[src/rtl/pidc_pkg.sv]
// ----------------------------------------------------------------------------
// pidc_pkg
// shared types, register indexes and saturating helpers for the pid step block
// ----------------------------------------------------------------------------
package pidc_pkg;

    localparam int DATA_W        = 32;
    localparam int WIDE_W        = DATA_W + 2;
    localparam int FRAC_BITS_DEF = 16;
    localparam int CFG_IDX_W     = 3;

    typedef logic signed [DATA_W-1:0] t_q;
    typedef logic signed [WIDE_W-1:0] t_wide;

    typedef enum logic [CFG_IDX_W-1:0] {
        CFG_PROP_GAIN   = 3'd0,
        CFG_INT_GAIN    = 3'd1,
        CFG_DERIV_GAIN  = 3'd2,
        CFG_PERIOD_US   = 3'd3,
        CFG_INT_MIN     = 3'd4,
        CFG_INT_MAX     = 3'd5,
        CFG_OUT_MIN     = 3'd6,
        CFG_OUT_MAX     = 3'd7
    } t_cfg_idx;

    function automatic t_wide ext(input t_q v);
        ext = {{(WIDE_W-DATA_W){v[DATA_W-1]}}, v};
    endfunction

    function automatic t_q sat(input t_wide v);
        logic [WIDE_W-DATA_W:0] top;
        top = v[WIDE_W-1:DATA_W-1];
        if ((&top) || !(|top)) begin
            sat = v[DATA_W-1:0];
        end else if (v[WIDE_W-1]) begin
            sat = {1'b1, {(DATA_W-1){1'b0}}};
        end else begin
            sat = {1'b0, {(DATA_W-1){1'b1}}};
        end
    endfunction

    function automatic t_q limit(input t_q v, input t_q lo, input t_q hi);
        if (v < lo) begin
            limit = lo;
        end else if (v > hi) begin
            limit = hi;
        end else begin
            limit = v;
        end
    endfunction

endpackage

[src/rtl/pidc_qmul.sv]
// ----------------------------------------------------------------------------
// pidc_qmul
// signed fixed point multiply, floor of the scaled product, saturated to 32 bits
// ----------------------------------------------------------------------------
module pidc_qmul #(
    parameter int FRAC_BITS = pidc_pkg::FRAC_BITS_DEF
) (
    input  pidc_pkg::t_q i_a,
    input  pidc_pkg::t_q i_b,
    output pidc_pkg::t_q o_y
);

    localparam int PROD_W = 2 * pidc_pkg::DATA_W;

    logic signed [PROD_W-1:0]                        w_prod;
    logic signed [PROD_W-1:0]                        w_shift;
    logic [PROD_W-pidc_pkg::DATA_W:0]                w_top;

    assign w_prod  = PROD_W'(i_a) * PROD_W'(i_b);
    assign w_shift = w_prod >>> FRAC_BITS;
    assign w_top   = w_shift[PROD_W-1:pidc_pkg::DATA_W-1];

    always_comb begin
        if ((&w_top) || !(|w_top)) begin
            o_y = w_shift[pidc_pkg::DATA_W-1:0];
        end else if (w_shift[PROD_W-1]) begin
            o_y = {1'b1, {(pidc_pkg::DATA_W-1){1'b0}}};
        end else begin
            o_y = {1'b0, {(pidc_pkg::DATA_W-1){1'b1}}};
        end
    end

endmodule

[config.mk]
export PLATFORM = sky130hd
export DESIGN_NAME = pidc_qmul
export DESIGN_NICKNAME = d
export VERILOG_FILES = /design/src/rtl/pidc_pkg.sv /design/src/rtl/pidc_qmul.sv
export SDC_FILE = /design/constraint.sdc
export NUM_CORES = 2
export LEC_CHECK = 0
export ABC_AREA = 1
export BUFFER_PORTS_ARGS = -buffer_cell sky130_fd_sc_hd__buf_2
export CAP_MARGIN = 20
export CORE_MARGIN = 2
export CORE_UTILIZATION = 56
export DETAILED_ROUTE_END_ITERATION = 10
export GPL_ROUTABILITY_DRIVEN = 1
export PLACE_DENSITY = 0.71
export SYNTH_ARGS = -nofsm -noshare
export SYNTH_HDL_FRONTEND = slang
export SYNTH_SLANG_ARGS = --single-unit
[constraint.sdc]
create_clock -name vclk -period 6.99
set_input_delay 0 -clock vclk [all_inputs]
set_output_delay 0 -clock vclk [all_outputs]
set_load 0.1 [all_outputs]
## Word-level counts from Yosys, hierarchy flattened

Cells that the tools add are included.
Widths: inputs -> output; s select.

| word-level totals | value |
|---|---|
| bits in registers | 0 |
| latch bits | 0 |
| RAM bits | 0 |
| ROM bits | 0 |
| input bits | 64 |
| output and inout port bits | 32 |
| logic and storage cells | 7 |
| memories kept | 0 |

| cells by class | value |
|---|---|
| add/sub/neg operators | 0 |
| multiply operators | 1 |
| divide/modulo/power cells | 0 |
| $lt $le $gt $ge | 0 |
| equal/unequal tests | 0 |
| shifts and indexed selects | 0 |
| muxes and demuxes | 2 |
| bitwise logic cells | 0 |
| reductions and logical operators | 4 |

Operators by type and width:

| cell | number |
|---|---|
| $mul 32x32->64 | 1 |
| $mux 32 | 2 |
| $reduce_and 17->1 | 1 |
| $reduce_or 17->1 | 1 |
| $logic_not 1->1 | 1 |
| $logic_or 1x1->1 | 1 |

## Logic depth before layout (Yosys ltp)

| depth | value |
|---|---|
| word-level depth | 5 |
| mapped depth | 39 |
| depth with buffers taken out | 37 |

## Least setup slack after synthesis

OpenSTA, ideal clock, no wires.

| timing path | value |
|---|---|
| path kind | input to output |
| start point | input port i_a[31] |
| end point | output port o_y[18] |
| arrival | 8.666 ns |
| required time | 6.990 ns |
| setup slack | -1.676 ns |
| cell stages on the path | 31 |
| path buffers | 2 |
| cells stage by stage | clkbuf_1 -> nand2_1 -> inv_1 -> fa_1 -> fa_1 -> fa_1 -> inv_1 -> fa_1 -> inv_1 -> fa_1 -> fa_1 -> inv_1 -> fa_1 -> fa_1 -> inv_1 -> ha_1 -> nand2_1 -> nor2_2 -> nand2_1 -> nor4_1 -> nand2_1 -> nand2_1 -> nand3_1 -> nand2_1 -> nand3_1 -> nor2_1 -> nand4_2 -> nand2_4 -> buf_6 -> nand2_1 -> nand2_1 |

| on the way | value |
|---|---|
| word-level cells in the longest chain between the ends | 5 |
| elaborated cells between the ends (all ways) | 7 |
| classes of those cells | mul: 1; mux: 2; reduce/logical: 4 |

Ends and longest elaborated chain:

| what | RTL line | text |
|---|---|---|
| from (decl) | pidc_qmul.sv:8 | `input pidc_pkg::t_q i_a,` |
| $mul 32x32->64 (*) | pidc_qmul.sv:19 | `assign w_prod = PROD_W'(i_a) * PROD_W'(i_b);` |
| $reduce_or 17->1 | pidc_qmul.sv:24 | `if ((&w_top) \|\| !(\|w_top)) begin` |
| $logic_not 1->1 | pidc_qmul.sv:24 |  |
| $logic_or 1x1->1 | pidc_qmul.sv:24 |  |
| $mux 32 (*) | pidc_qmul.sv:24 |  |
| to (decl) | pidc_qmul.sv:10 | `output pidc_pkg::t_q o_y` |

Every way passes the cells marked *; elsewhere a longest branch is shown, timed or not.

## Final worst setup path

| timing path | value |
|---|---|
| start point | input port i_a[31] |
| end point | output port o_y[24] |

The elaborated chain is that of the path after synthesis.

==> flow_metrics.env <==
export IMPL_ys_seq_area_share_pct=0
export IMPL_grt_pass1_wl_mm=183
export IMPL_holdWs_ns=1.58
export IMPL_cp_data_arrival_time_ns=7.63
export IMPL_wl_mm=112
export IMPL_timing_critical_path_buf_inv=14
export IMPL_drtIter0Drc=2421
export IMPL_io_pins=96
export IMPL_setup_viol=31
export IMPL_path_max_fanout=6
export IMPL_gp_congestion=0.941
export IMPL_drcViolationCount=0
export IMPL_slowest_delay_ns=0.60
export IMPL_critPathMostFrequentCell="fa_1"
export IMPL_dieArea_um2=70800
export IMPL_syn_area_per_cell_um2=7.76
export IMPL_grt_max_degree=31
export IMPL_min_path_type="in -> out"
export IMPL_seq_cell_count=0
export IMPL_core_rowCount=96
export IMPL_tightest_slew_ns=0.695
export IMPL_portBuffers=96
export IMPL_grt_usage_pct=33.3
export IMPL_period_share_pct=109
export IMPL_ff_latch_area_um2=0
export IMPL_first_pass_iters=6
export IMPL_vias=31700
export IMPL_n_fill_cell=5658
export IMPL_violations="negative setup slack"
export IMPL_syn_to_final_growth_pct=18.3
export IMPL_coreArea_um2=68300
export IMPL_multiInputGateArea_um2=32700
export IMPL_syn_inst=4960
export IMPL_die_height_um=266
export IMPL_num_nets_final=6682
export IMPL_max_clock_freq_ghz=0.131
export IMPL_netlist_cell_type_count=33
export IMPL_status="complete, but fails checks"
export IMPL_required_ns=6.99
export IMPL_yosysWarnings=0
export IMPL_dpl_hpwl_mm=101
export IMPL_crit_family="adder cells"
export IMPL_grt_pass1_vias=34100
export IMPL_avgViaCountPerCell=5.08
export IMPL_relSlewSlack_pct=53.6
export IMPL_critical_path_startpoint_type="input pin"
export IMPL_synth_nets=6285
export IMPL_end_kind="output pin"
export IMPL_setup_ws_ns=-0.639
export IMPL_maxCapViolCount=0
export IMPL_final_antenna_net_count=0
export IMPL_slew_viol_final=0
export IMPL_netlist_area_um2=38500
export IMPL_hold_viol_final=0
export IMPL_min_period_ns=7.63
export IMPL_antenna_found_initial=9
export IMPL_postCtsHoldBufs=0
export IMPL_wl_per_cell_um=17.9
export IMPL_fp_dieW_um=266
export IMPL_grt_ovfl_total=0
export IMPL_initial_core_util_pct=56.3
export IMPL_critPathKind="in -> out"
export IMPL_rsz0062_at_grt="yes"
export IMPL_n_clock_buffer=0
export IMPL_cp_slowest_cell="fa_2"
export IMPL_drive_above_1_share_pct=15.1
[synth_stat cells (3+ instances only)]
library cell / number / area [um^2]
a21boi_0: 3 / 22.5
a21o_1: 3 / 22.5
a21oi_1: 76 / 380
and3_1: 8 / 50.1
buf_6: 6 / 67.6
clkbuf_1: 190 / 713
fa_1: 1081 / 21600
ha_1: 180 / 2250
inv_1: 1611 / 6050
inv_2: 6 / 22.5
nand2_1: 1476 / 5540
nand2_2: 10 / 62.6
nand3_1: 41 / 205
nand3_2: 3 / 30.0
nand3b_1: 4 / 30.0
nor2_1: 137 / 514
nor2_2: 6 / 37.5
nor3_1: 8 / 40.0
nor4_1: 5 / 31.3
o21ai_0: 26 / 130
o21bai_1: 11 / 82.6
or2_2: 8 / 50.1
xnor2_1: 19 / 166
xor2_1: 30 / 263
[layout make-up]
class | instances | area share (%)
Tap cell | 882 | 2.42
Inverter | 1617 | 13.3
Antenna cell | 8 | 0.0440
Timing Repair Buffer | 593 | 12.3
Multi-Input combinational cell | 3145 | 71.8
[worst paths after layout]
| kind | from | end | slack (ns) | cells after the start |
|---|---|---|---|---|
| hold / removal | i_b[0] | o_y[5] | 1.58 | 13 |
| setup / recovery | i_a[31] | o_y[24] | -0.64 | 37 |
[tightest hold or removal path: stages]
cell      delay (ns)
buf_2           0.16
buf_4           0.27
nand2_1         0.13
nor2_2          0.05
nand3b_1        0.11
nor2_1          0.06
nand2_1         0.08
nand3_2         0.11
buf_4           0.15
xor2_1          0.15
nand2_2         0.08
nand2_4         0.05
buf_12          0.16
[routing by layer]
layer	global-route usage (%)	part of all wire, %
met1	47.2	42
met2	55.1	47
met3	4.39	8.3
met4	7.49	2.9
met5	0	0
[logic make-up (layout without fill, tap and decap cells)]
logic type,count (synthesis),after routing,share of synthesized area [%]
buffers and inverters,1815,2210,17.8
and+or+nand+nor,1713,1713,17.3
adders and majority gates,1261,1261,62.1
AOI/OAI and AO/OA,122,122,1.70
xor gates and xnor gates,49,49,1.11
other,0,8,0
[placed cells by master (no fill, tap or decap), types with 3 or more instances in the layout]
cell type	synthesis	routed
clkbuf_16	0	3
ha_4	0	14
nor2_1	137	114
nand3b_1	4	4
buf_6	6	7
a21oi_1	76	61
and3_1	8	8
nor3_2	2	3
a21oi_4	0	3
buf_2	1	51
nand2_1	1476	1394
nor3_4	0	3
xor2_1	30	30
inv_2	6	19
nand2_8	0	11
clkbuf_4	0	6
a21oi_2	0	12
o21bai_1	11	9
nor4_2	0	4
nand3_1	41	38
nand3_2	3	4
buf_4	0	431
ha_1	180	164
or2_2	8	8
inv_1	1611	1595
nand2_2	10	48
o21ai_1	1	8
xnor2_1	19	19
fa_1	1081	1066
nand2_4	1	34
nor2_2	6	14
buf_16	0	4
buf_12	0	88
fa_2	0	15
nor2_4	0	15
nor3_1	8	4
a21o_1	3	3
o21ai_0	26	19
diode_2	0	8
[metrics by stage]
| stage | instance area, um^2 | worst slack, ns | TNS [ns] | instances | utilization, % |
|---|---|---|---|---|---|
| 4_1_cts | 45100 | -0.664 | -19.63 | 6231 | 66.1 |
| 2_1_floorplan | 39100 | -0.448 | -13.59 | 4960 | - |
| 5_1_grt | 45500 | -0.971 | -29.58 | 6245 | 66.6 |
| 3_5_place_dp | 44600 | -0.945 | -28.82 | 6222 | 65.2 |
| 6_report | 45500 | -0.639 | -19.31 | 6245 | 66.6 |
| 3_3_place_gp | 44600 | -0.954 | -29.04 | 6222 | 65.2 |
[repair_timing]
action / 4_1_cts / 5_1_grt
pin swaps: 18 / 33
gates resized for setup: 119 / 75
gates cloned: 4 / 3
endpoints found under the setup margin: 32 / 32
buffers inserted: 6 / 3
Power is left out: the tool's default activity adds up to more than one toggle a clock period on the data nets, which glitch-free logic cannot reach.
